$ cat src/design/hvtd_pkg.sv
// Shared types and constants for the Hessian value token decoder.
package hvtd_pkg;

  typedef enum logic [4:0] {
    PH_IDLE  = 5'd0,
    PH_INT1  = 5'd1,
    PH_INT2  = 5'd2,
    PH_INT3  = 5'd3,
    PH_INT4  = 5'd4,
    PH_LONG1 = 5'd5,
    PH_LONG2 = 5'd6,
    PH_LONG3 = 5'd7,
    PH_LONG4 = 5'd8,
    PH_LONG5 = 5'd9,
    PH_LONG6 = 5'd10,
    PH_LONG7 = 5'd11,
    PH_LONG8 = 5'd12,
    PH_SLEN1 = 5'd13,
    PH_SLEN2 = 5'd14,
    PH_SDATA = 5'd15,
    PH_SNEXT = 5'd16
  } phase_t;

  typedef enum logic [2:0] {
    K_NULL   = 3'd0,
    K_BOOL   = 3'd1,
    K_INT    = 3'd2,
    K_LONG   = 3'd3,
    K_DATE   = 3'd4,
    K_SBYTE  = 3'd5,
    K_SEMPTY = 3'd6,
    K_ERR    = 3'd7
  } kind_t;

  typedef enum logic [2:0] {
    AK_NONE   = 3'd0,
    AK_INT    = 3'd2,
    AK_LONG   = 3'd3,
    AK_DATE   = 3'd4,
    AK_LONG32 = 3'd5,
    AK_MINUTE = 3'd6
  } accum_kind_t;

  typedef struct packed {
    kind_t       kind;
    logic [63:0] value;
    logic        last;
    logic        minute;
  } q_entry_t;

  localparam logic signed [16:0] MinuteMs = 17'sd60000;

  localparam int IntOffset      = 'h90;
  localparam int Int2Offset     = 'hc8;
  localparam int Int3Offset     = 'hd4;
  localparam int LongOffset     = 'he0;
  localparam int Long2Offset    = 'hf8;
  localparam int Long3Offset    = 'h3c;
  localparam logic [7:0] StrMidBase = 8'h30;
  localparam logic [7:0] TagLong32  = 8'h59;
  localparam logic [7:0] TagDateMs  = 8'h4a;
  localparam logic [7:0] TagDateMin = 8'h4b;
  localparam logic [7:0] TagNull    = 8'h4e;
  localparam logic [7:0] TagTrue    = 8'h54;
  localparam logic [7:0] TagFalse   = 8'h46;
  localparam logic [7:0] TagInt     = 8'h49;
  localparam logic [7:0] TagLong    = 8'h4c;
  localparam logic [7:0] TagChunk   = 8'h52;
  localparam logic [7:0] TagString  = 8'h53;

endpackage

$ cat src/design/hvtd_front.sv
// Front end: byte parser that classifies tags, gathers numbers and queues results.
module hvtd_front import hvtd_pkg::*; (
  input  logic       clk,
  input  logic       rst,
  input  logic       accept,
  input  logic [7:0] in_byte,
  input  logic       clear_state,
  output logic       res_valid,
  output q_entry_t   res
);

  typedef struct packed {
    phase_t      phase;
    logic [63:0] accum;
    logic [15:0] bytes_left;
    logic        in_chunk;
    accum_kind_t akind;
    logic        emit;
    kind_t       kind;
    logic [63:0] value;
    logic        last;
  } tag_dec_t;

  function automatic logic [63:0] sext32(input logic [63:0] v);
    return {{32{v[31]}}, v[31:0]};
  endfunction

  function automatic logic is_string_tag(input logic [7:0] c);
    return (c <= 8'h1f) || (c >= 8'h30 && c <= 8'h33) || c == TagChunk || c == TagString;
  endfunction

  function automatic tag_dec_t decode_tag(input logic [7:0] c);
    tag_dec_t d;
    d.phase      = PH_IDLE;
    d.accum      = '0;
    d.bytes_left = '0;
    d.in_chunk   = 1'b0;
    d.akind      = AK_NONE;
    d.emit       = 1'b0;
    d.kind       = K_NULL;
    d.value      = '0;
    d.last       = 1'b0;
    priority if (c <= 8'h1f) begin
      d.bytes_left = {8'h00, c};
      if (c != 8'h00) begin
        d.phase = PH_SDATA;
      end else begin
        d.emit = 1'b1;
        d.kind = K_SEMPTY;
        d.last = 1'b1;
      end
    end else if (c >= 8'h30 && c <= 8'h33) begin
      d.bytes_left = {c - StrMidBase, 8'h00};
      d.phase      = PH_SLEN2;
    end else if (c == TagChunk || c == TagString) begin
      d.in_chunk = (c == TagChunk);
      d.phase    = PH_SLEN1;
    end else if (c == TagNull) begin
      d.emit = 1'b1;
      d.kind = K_NULL;
    end else if (c == TagTrue || c == TagFalse) begin
      d.emit  = 1'b1;
      d.kind  = K_BOOL;
      d.value = {63'd0, c == TagTrue};
    end else if (c >= 8'h80 && c <= 8'hbf) begin
      d.emit  = 1'b1;
      d.kind  = K_INT;
      d.value = 64'(int'(c) - IntOffset);
    end else if (c >= 8'hc0 && c <= 8'hcf) begin
      d.accum = 64'((int'(c) - Int2Offset) * 256);
      d.akind = AK_INT;
      d.phase = PH_INT4;
    end else if (c >= 8'hd0 && c <= 8'hd7) begin
      d.accum = 64'((int'(c) - Int3Offset) * 65536);
      d.akind = AK_INT;
      d.phase = PH_INT3;
    end else if (c == TagInt) begin
      d.akind = AK_INT;
      d.phase = PH_INT1;
    end else if (c >= 8'hd8 && c <= 8'hef) begin
      d.emit  = 1'b1;
      d.kind  = K_LONG;
      d.value = 64'(int'(c) - LongOffset);
    end else if (c >= 8'hf0) begin
      d.accum = 64'((int'(c) - Long2Offset) * 256);
      d.akind = AK_LONG;
      d.phase = PH_LONG8;
    end else if (c >= 8'h38 && c <= 8'h3f) begin
      d.accum = 64'((int'(c) - Long3Offset) * 65536);
      d.akind = AK_LONG;
      d.phase = PH_LONG7;
    end else if (c == TagLong32) begin
      d.akind = AK_LONG32;
      d.phase = PH_LONG5;
    end else if (c == TagLong) begin
      d.akind = AK_LONG;
      d.phase = PH_LONG1;
    end else if (c == TagDateMs) begin
      d.akind = AK_DATE;
      d.phase = PH_LONG1;
    end else if (c == TagDateMin) begin
      d.akind = AK_MINUTE;
      d.phase = PH_LONG5;
    end else if ((c >= 8'h55 && c <= 8'h58) || (c >= 8'h70 && c <= 8'h7f)) begin
      d.emit = 1'b0;
    end else begin
      d.emit = 1'b1;
      d.kind = K_ERR;
    end
    return d;
  endfunction

  phase_t      phase, phase_next, cur_phase;
  logic [63:0] accum, accum_next, acc_ins;
  logic [15:0] bytes_left, bytes_left_next, cur_left, left_sum, left_dec;
  logic        in_chunk, in_chunk_next, cur_chunk;
  accum_kind_t akind, akind_next;
  logic [2:0]  int_idx, long_idx;
  tag_dec_t    td;

  always_ff @(posedge clk) begin
    if (rst) begin
      phase      <= PH_IDLE;
      bytes_left <= '0;
      in_chunk   <= 1'b0;
      akind      <= AK_NONE;
    end else begin
      phase      <= phase_next;
      bytes_left <= bytes_left_next;
      in_chunk   <= in_chunk_next;
      akind      <= akind_next;
    end
  end

  always_ff @(posedge clk) begin
    accum <= accum_next;
  end

  always_comb begin
    cur_phase = clear_state ? PH_IDLE : phase;
    cur_left  = clear_state ? 16'd0 : bytes_left;
    cur_chunk = clear_state ? 1'b0 : in_chunk;
    td        = decode_tag(in_byte);
    int_idx   = 3'(PH_INT4 - cur_phase);
    long_idx  = 3'(PH_LONG8 - cur_phase);
    left_sum  = cur_left | {8'h00, in_byte};
    left_dec  = cur_left - 16'd1;
    acc_ins   = accum;

    phase_next      = phase;
    accum_next      = accum;
    bytes_left_next = bytes_left;
    in_chunk_next   = in_chunk;
    akind_next      = akind;
    res_valid       = 1'b0;
    res.kind        = K_NULL;
    res.value       = '0;
    res.last        = 1'b0;
    res.minute      = 1'b0;

    if (accept) begin
      unique case (cur_phase)
        PH_INT1, PH_INT2, PH_INT3, PH_INT4: begin
          acc_ins[{int_idx, 3'b000} +: 8] = in_byte;
          accum_next = acc_ins;
          if (cur_phase == PH_INT4) begin
            res_valid = 1'b1;
            res.kind  = K_INT;
            res.value = sext32(acc_ins);
            phase_next = PH_IDLE;
          end else begin
            phase_next = phase_t'(cur_phase + 5'd1);
          end
        end
        PH_LONG1, PH_LONG2, PH_LONG3, PH_LONG4,
        PH_LONG5, PH_LONG6, PH_LONG7, PH_LONG8: begin
          acc_ins[{long_idx, 3'b000} +: 8] = in_byte;
          accum_next = acc_ins;
          if (cur_phase == PH_LONG8) begin
            res_valid  = 1'b1;
            phase_next = PH_IDLE;
            res.value  = acc_ins;
            unique case (akind)
              AK_LONG32: begin
                res.kind  = K_LONG;
                res.value = sext32(acc_ins);
              end
              AK_MINUTE: begin
                res.kind   = K_DATE;
                res.minute = 1'b1;
              end
              AK_DATE:   res.kind = K_DATE;
              default:   res.kind = K_LONG;
            endcase
          end else begin
            phase_next = phase_t'(cur_phase + 5'd1);
          end
        end
        PH_SLEN1: begin
          bytes_left_next = {in_byte, 8'h00};
          in_chunk_next   = cur_chunk;
          phase_next      = PH_SLEN2;
        end
        PH_SLEN2: begin
          bytes_left_next = left_sum;
          in_chunk_next   = cur_chunk;
          if (left_sum != 16'd0) begin
            phase_next = PH_SDATA;
          end else if (cur_chunk) begin
            phase_next = PH_SNEXT;
          end else begin
            phase_next    = PH_IDLE;
            in_chunk_next = 1'b0;
            res_valid     = 1'b1;
            res.kind      = K_SEMPTY;
            res.last      = 1'b1;
          end
        end
        PH_SDATA: begin
          bytes_left_next = left_dec;
          in_chunk_next   = cur_chunk;
          res_valid       = 1'b1;
          res.kind        = K_SBYTE;
          res.value       = {56'd0, in_byte};
          if (left_dec == 16'd0) begin
            if (cur_chunk) begin
              phase_next = PH_SNEXT;
            end else begin
              phase_next    = PH_IDLE;
              in_chunk_next = 1'b0;
              res.last      = 1'b1;
            end
          end
        end
        PH_SNEXT, PH_IDLE: begin
          if (cur_phase == PH_SNEXT && !is_string_tag(in_byte)) begin
            phase_next      = PH_IDLE;
            bytes_left_next = '0;
            in_chunk_next   = 1'b0;
            akind_next      = AK_NONE;
            res_valid       = 1'b1;
            res.kind        = K_ERR;
          end else begin
            phase_next      = td.phase;
            accum_next      = td.accum;
            bytes_left_next = td.bytes_left;
            in_chunk_next   = td.in_chunk;
            akind_next      = td.akind;
            res_valid       = td.emit;
            res.kind        = td.kind;
            res.value       = td.value;
            res.last        = td.last;
          end
        end
        default: begin
          phase_next      = PH_IDLE;
          bytes_left_next = '0;
          in_chunk_next   = 1'b0;
          akind_next      = AK_NONE;
        end
      endcase
    end
  end

endmodule

$ cat src/design/hvtd_fifo.sv
// Short result queue between the parser and the output stage.
module hvtd_fifo import hvtd_pkg::*; #(
  parameter int DEPTH = 2
) (
  input  logic     clk,
  input  logic     rst,
  input  logic     wr_en,
  input  q_entry_t wr_data,
  input  logic     rd_en,
  output logic     rd_valid,
  output q_entry_t rd_data,
  output logic     full
);

  localparam int PtrW = $clog2(DEPTH);
  localparam int CntW = $clog2(DEPTH + 1);

  q_entry_t            mem [DEPTH];
  logic [PtrW-1:0]     wr_ptr, rd_ptr;
  logic [CntW-1:0]     count;
  logic                do_wr, do_rd;

  assign rd_valid = (count != '0);
  assign full     = (count == CntW'(DEPTH));
  assign rd_data  = mem[rd_ptr];
  assign do_wr    = wr_en && !full;
  assign do_rd    = rd_en && rd_valid;

  always_ff @(posedge clk) begin
    if (rst) begin
      wr_ptr <= '0;
      rd_ptr <= '0;
      count  <= '0;
    end else begin
      if (do_wr) begin
        wr_ptr <= (wr_ptr == PtrW'(DEPTH - 1)) ? '0 : wr_ptr + PtrW'(1);
      end
      if (do_rd) begin
        rd_ptr <= (rd_ptr == PtrW'(DEPTH - 1)) ? '0 : rd_ptr + PtrW'(1);
      end
      count <= count + CntW'(do_wr) - CntW'(do_rd);
    end
  end

  always_ff @(posedge clk) begin
    if (do_wr) begin
      mem[wr_ptr] <= wr_data;
    end
  end

endmodule

$ cat src/design/hvtd_back.sv
// Back end: minute scaling and the output register facing the result queue.
module hvtd_back import hvtd_pkg::*; (
  input  logic               clk,
  input  logic               rst,
  input  logic               q_valid,
  input  q_entry_t           q_data,
  output logic               q_take,
  output logic               out_valid,
  input  logic               out_pop,
  output logic [2:0]         kind,
  output logic signed [63:0] value,
  output logic               string_last
);

  logic signed [48:0] prod;
  logic [63:0]        scaled;

  assign q_take = q_valid && (!out_valid || out_pop);

  always_comb begin
    prod   = $signed(q_data.value[31:0]) * MinuteMs;
    scaled = q_data.minute ? {{15{prod[48]}}, prod} : q_data.value;
  end

  always_ff @(posedge clk) begin
    if (rst) begin
      out_valid <= 1'b0;
    end else if (q_take) begin
      out_valid <= 1'b1;
    end else if (out_pop) begin
      out_valid <= 1'b0;
    end
  end

  always_ff @(posedge clk) begin
    if (q_take) begin
      kind        <= q_data.kind;
      value       <= $signed(scaled);
      string_last <= q_data.last;
    end
  end

endmodule

$ cat src/design/hessian_value_token_decoder_top.sv
// Top level of the Hessian 2.0 value token decoder.
// Input side is a queue write port: in_byte and clear_state are taken at an
// edge with push high and full low. clear_state returns the parser to idle
// before that byte is parsed.
// Result side is a queue read port: while empty is low, kind, value and
// string_last hold the oldest result; it is taken at an edge with pop high.
// The parser takes one byte a cycle while full is low and pushes at most one
// result into a QUEUE_DEPTH entry queue; the output stage scales minute dates
// by 60000 and registers the result. A result passes through the queue and
// then the output register before it is on the output ports and can be
// popped; the block sustains one byte per cycle while pop is kept high.
// Bytes that complete no value yield no result.
// When pop stays low the output register holds, the queue fills and full
// rises, so no byte is taken until a result leaves.
// Reset (synchronous rst) empties the queue and output register and puts the
// parser in idle, waiting for a tag.
module hessian_value_token_decoder_top import hvtd_pkg::*; #(
  parameter int QUEUE_DEPTH = 2
) (
  input  logic               clk,
  input  logic               rst,
  input  logic               push,
  output logic               full,
  input  logic [7:0]         in_byte,
  input  logic               clear_state,
  output logic               empty,
  input  logic               pop,
  output logic [2:0]         kind,
  output logic signed [63:0] value,
  output logic               string_last
);

  logic     accept;
  logic     res_valid;
  q_entry_t res;
  logic     q_valid, q_take, out_valid;
  q_entry_t q_data;

  assign accept = push && !full;
  assign empty  = !out_valid;

  hvtd_front u_front (
    .clk         (clk),
    .rst         (rst),
    .accept      (accept),
    .in_byte     (in_byte),
    .clear_state (clear_state),
    .res_valid   (res_valid),
    .res         (res)
  );

  hvtd_fifo #(
    .DEPTH (QUEUE_DEPTH)
  ) u_fifo (
    .clk      (clk),
    .rst      (rst),
    .wr_en    (res_valid),
    .wr_data  (res),
    .rd_en    (q_take),
    .rd_valid (q_valid),
    .rd_data  (q_data),
    .full     (full)
  );

  hvtd_back u_back (
    .clk         (clk),
    .rst         (rst),
    .q_valid     (q_valid),
    .q_data      (q_data),
    .q_take      (q_take),
    .out_valid   (out_valid),
    .out_pop     (pop),
    .kind        (kind),
    .value       (value),
    .string_last (string_last)
  );

endmodule

$ cat config.mk
export PLATFORM = sky130hd
export DESIGN_NAME = hessian_value_token_decoder_top
export DESIGN_NICKNAME = d
export VERILOG_FILES = /design/src/design/hvtd_pkg.sv /design/src/design/hvtd_front.sv /design/src/design/hvtd_fifo.sv /design/src/design/hvtd_back.sv /design/src/design/hessian_value_token_decoder_top.sv
export SDC_FILE = /design/constraint.sdc
export NUM_CORES = 1
export LEC_CHECK = 0
export BUFFER_PORTS_ARGS = -buffer_cell sky130_fd_sc_hd__buf_2
export CORE_MARGIN = 2
export CORE_UTILIZATION = 55
export CTS_CLUSTER_SIZE = 16
export DETAILED_ROUTE_END_ITERATION = 6
export PLACE_DENSITY_LB_ADDON = 0.15
export SLEW_MARGIN = 5
export SYNTH_ARGS = -nofsm -noshare
export SYNTH_HDL_FRONTEND = slang
export SYNTH_SLANG_ARGS = --single-unit
$ cat constraint.sdc
create_clock -name clk -period 7.61 [get_ports clk]
set_input_delay 0.761 -clock clk [delete_from_list [all_inputs] [get_ports clk]]
set_output_delay 0.761 -clock clk [all_outputs]
set_load 0.05 [all_outputs]
==> impl_summary.md <==
CTS
Clock-pin slew was measured on the worst setup and hold paths at 0.06 ns. Clock tree synthesis selected as its root buffer the cell sky130_fd_sc_hd__clkbuf_16. The number of resized instances in the post-cts repair step is 0. The total clock sinks is 301. The clock tree from TritonCTS is yes. The number of H-tree branching levels is 2. The number of buffers added for setup after CTS is 0. Clock latency on the worst-skew pair, taken at its later pin, is roughly 0.56 ns. The deepest clock path buffer count is 3. The number of hold buffers added after CTS was 0. The number of clock buffers added by TritonCTS is 35.

Drt
In this run the remaining antenna-violating nets after routing total 0. The average wire per cell in the routed design is roughly 22 um. The number of vias per cell after detailed routing is 6.07. For this block, the routed nets add up to 61100 um of wire.

In the routed design, unresolved DRC markers number 0. The DRC marker count from the first detailed-route iteration is between 1000 and 1500. The pre-antenna-repair detailed-routing pass consisted of 6 iterations.

The via count of the routed design is roughly 17000.

Global routing
Across every metal layer, demand over resource in global routing totals 0.282. The initial antenna violation count is 1. The global route total overflow is 0. The global-route wire length before repair is between 90000 and 100000 um.

The number of global-route vias before repair was 17200. The pin count of the biggest net entering global routing is 70.

Synth
Summing every instance area after synthesis gives 22900 um2. Of all flip-flops after synthesis, the portion carrying an async set or reset was 0. The synthesized design contains 301 register bits. The Yosys step of the flow raised 0 warnings. The number of cells produced by synthesis is 2234. The number of nets in the synthesized netlist is 2585.

Yosys mapped a number of flops with a built-in enable equal to 270. After synthesis, the netlist uses 89 different library cells. The average footprint of a synthesized cell is 10.2 um2. For this run, the register share of the synthesized area comes to 0.381. The primary flip-flop cell chosen by synthesis mapping is sky130_fd_sc_hd__edfxtp_1.

Floorplanning
The overall die area is 43300 um2. The overall die height is 208 um. The initial core utilization is 0.559.

The I/O pin total is 83. In this run the core area contains 74 standard-cell rows. The floorplan step defined a core boundary enclosing 40900 um2.

The width of the die is between 200 and 250 um.

STA
Dividing the final minimum period by the clock period gives 0.907. For the pin with the worst max-slew slack, the measured transition is 1.24 ns. Setup repair after global routing left no endpoint under its margin.

Setup violations remaining at the end of the flow were counted as 0. Subtracting the final worst setup slack from the clock period gives 6.90 ns. Timing would allow up to 0.145 GHz. The final hold slack is around 0.48 ns.

The number of slew-limit violations in the final report is 0. The hold violation total from the final report is 0. The worst pin sits at a relative slew slack of 0.171. Between clock sinks in the finished design, the worst skew comes to 0.0176 ns. The final setup TNS is 0 ns.

Setup path
The critical path goes through mux2_2 -> ha_1 -> inv_1 -> fa_1 -> inv_1 -> fa_1 -> fa_1 -> fa_1 -> ha_1 -> nand4_1 -> or4_1 -> a211oi_1 -> o21ai_0 -> a21oi_1 -> mux2i_1 -> buf_4 -> a211oi_1. Data on the critical path arrives at its endpoint at 7.15 ns. The worst-path maximum fanout is 26. For the worst flop-to-flop path, the logic depth is 17. The cell repeated most along the worst path is sky130_fd_sc_hd__fa_1.

The largest single stage delay on the critical path is 0.59 ns. Among all stages on the critical path, the largest delay is contributed by sky130_fd_sc_hd__mux2i_1. For the worst setup path, the data required time is between 7 and 8 ns.

The startpoint class of the critical path is a flip-flop. The type of destination of the critical path is a flip-flop. The critical path is of the reg2reg type. The reg-to-reg endpoint is u_back.value[53]$_DFFE_PP_.

For flop-to-flop paths, the worst setup slack is 0.71 ns.

Min path
The path type of the worst min-delay path is reg2reg. The worst hold path was traced through 2 stages. The hold-critical path endpoint is u_front.akind[0]$_SDFFE_PP0P_. In this run the most critical hold path is launched from u_front.akind[0]$_SDFFE_PP0P_.

Placement
The detailed placement HPWL is 45200 um. The number of cells after detailed placement is 2746. The routability-driven placement congestion ratio is between 0.9 and 1. The number of buffers inserted by port buffering is between 80 and 90.

Status
The flow ran to the end, and the final reports show no timing, DRC or antenna violations.

Finish
The share of final-layout standard cells stronger than drive strength 1 is 0.103. The final net count is 2602. The total inserted antenna cells is 0. The finished layout holds 2808 standard cells, fillers aside.

The area overhead of the layout relative to synthesis is 8.47%.

Job
The tool flagged a number of max-cap violations equal to 0.
worst max path at each step:
| stage | start | endpoint | slack (ns) | cells past startpoint |
|---|---|---|---|---|
| final | flip-flop | u_back.value[53]$_DFFE_PP_ | 0.71 | 17 |
| after global routing | flip-flop | u_back.value[53]$_DFFE_PP_ | 0.43 | 18 |
| after CTS | flip-flop | u_back.value[53]$_DFFE_PP_ | 0.69 | 17 |
| after detailed placement | flip-flop | u_back.value[54]$_DFFE_PP_ | 0.72 | 17 |
| after global placement | flip-flop | u_back.value[53]$_DFFE_PP_ | 0.85 | 18 |
| after floorplan | flip-flop | u_back.value[53]$_DFFE_PP_ | 0.95 | 20 |
registers in the layout (all words and copies together), names as in the netlist, 2 cells and up, named ones only:
signal and flops:
u_fifo.mem 138, u_back.value 64, u_fifo.count 2, u_front.phase 5, u_front.accum 64, u_back.kind 3
u_front.akind 3, u_front.bytes_left 16
metal layers:
metal,vias up,track usage,part of all wire
li1,7972,-,-
met1,8327,0.383,0.43
met2,611,0.474,0.48
met3,124,0.0403,0.059
met4,2,0.0836,0.028
met5,-,0,0.00021
synthesized netlist by cell type (10+ instances only):
cell	count	area [um2]
sky130_fd_sc_hd__and2_1	10	62.6
sky130_fd_sc_hd__a21oi_1	218	1090
sky130_fd_sc_hd__edfxtp_1	270	8110
sky130_fd_sc_hd__o21a_1	41	308
sky130_fd_sc_hd__fa_1	152	3040
sky130_fd_sc_hd__ha_1	186	2330
sky130_fd_sc_hd__and3_1	13	81.3
sky130_fd_sc_hd__a31oi_1	15	93.8
sky130_fd_sc_hd__nand3_1	26	130
sky130_fd_sc_hd__a211oi_1	33	248
sky130_fd_sc_hd__clkbuf_1	109	409
sky130_fd_sc_hd__nand2_1	159	597
sky130_fd_sc_hd__dfxtp_1	31	621
sky130_fd_sc_hd__xor2_1	15	131
sky130_fd_sc_hd__nand2b_1	15	93.8
sky130_fd_sc_hd__inv_1	249	935
sky130_fd_sc_hd__mux2i_1	34	340
sky130_fd_sc_hd__a21o_1	30	225
sky130_fd_sc_hd__nor2b_1	26	163
sky130_fd_sc_hd__nor2_1	157	589
sky130_fd_sc_hd__o21ai_0	103	515
sky130_fd_sc_hd__xnor2_1	28	245
sky130_fd_sc_hd__nand4_1	21	131
sky130_fd_sc_hd__o31ai_1	12	90.1
sky130_fd_sc_hd__nor3_1	32	160
sky130_fd_sc_hd__o22ai_1	15	93.8
sky130_fd_sc_hd__a22oi_1	20	150
sky130_fd_sc_hd__mux2_2	39	439
stage by stage:
| step | area (um2) | worst slack, ns | util |
|---|---|---|---|
| finish | 24800 | 0.705 | 0.607 |
| global route | 24800 | 0.435 | 0.607 |
| CTS | 24800 | 0.693 | 0.607 |
| detailed placement | 23700 | 0.717 | 0.579 |
| global placement | 23700 | 0.847 | 0.579 |
| floorplan | 22900 | 0.951 | - |
area by class of cell:
type	count	area [um2]
fillers	3443	16100
inverters	253	950
clock buffers	41	898
multi-input cells	1557	12800
well taps	532	666
repair buffers	103	581
clock inverters	21	239
flip-flops and latches	301	8730
cell families after synthesis:
logic type,after synthesis,synth area share
AO/OA/AOI/OAI,577,0.160
XOR/XNOR,43,0.0165
adder cells (fa/ha/maj),338,0.235
buffers and inverters,376,0.0628
flip-flops,301,0.381
multiplexers,73,0.0341
AND/OR/NAND/NOR,526,0.111
cell usage in the layout (no fill, tap or decap), types with 20 or more instances in the layout:
master,synthesis,routed
sky130_fd_sc_hd__edfxtp_1,270,270
sky130_fd_sc_hd__inv_1,249,248
sky130_fd_sc_hd__a21oi_1,218,218
sky130_fd_sc_hd__ha_1,186,186
sky130_fd_sc_hd__nand2_1,159,159
sky130_fd_sc_hd__nor2_1,157,157
sky130_fd_sc_hd__fa_1,152,152
sky130_fd_sc_hd__o21ai_0,103,103
sky130_fd_sc_hd__buf_2,8,82
sky130_fd_sc_hd__mux2_2,39,39
sky130_fd_sc_hd__o21a_1,41,39
sky130_fd_sc_hd__clkbuf_16,0,35
sky130_fd_sc_hd__a211oi_1,33,33
sky130_fd_sc_hd__mux2i_1,34,33
sky130_fd_sc_hd__nor3_1,32,32
sky130_fd_sc_hd__a21o_1,30,30
sky130_fd_sc_hd__dfxtp_1,31,30
sky130_fd_sc_hd__xnor2_1,28,28
sky130_fd_sc_hd__nor2b_1,26,26
sky130_fd_sc_hd__nand3_1,26,26
sky130_fd_sc_hd__nand4_1,21,21
sky130_fd_sc_hd__a22oi_1,20,20
sky130_fd_sc_hd__buf_4,0,20
critical path: cells and delay by family (launching register included):
kind | cells | cell delay (ns)
compound gates | 4 | 0.97
simple gates | 2 | 0.72
buf+inv | 3 | 0.46
fa+ha+maj | 6 | 2.80
mux | 2 | 1.05
flops | 1 | 0.57
Power is not shown: default switching activity piles up to over one toggle a cycle in this logic, so the estimate is an artifact.
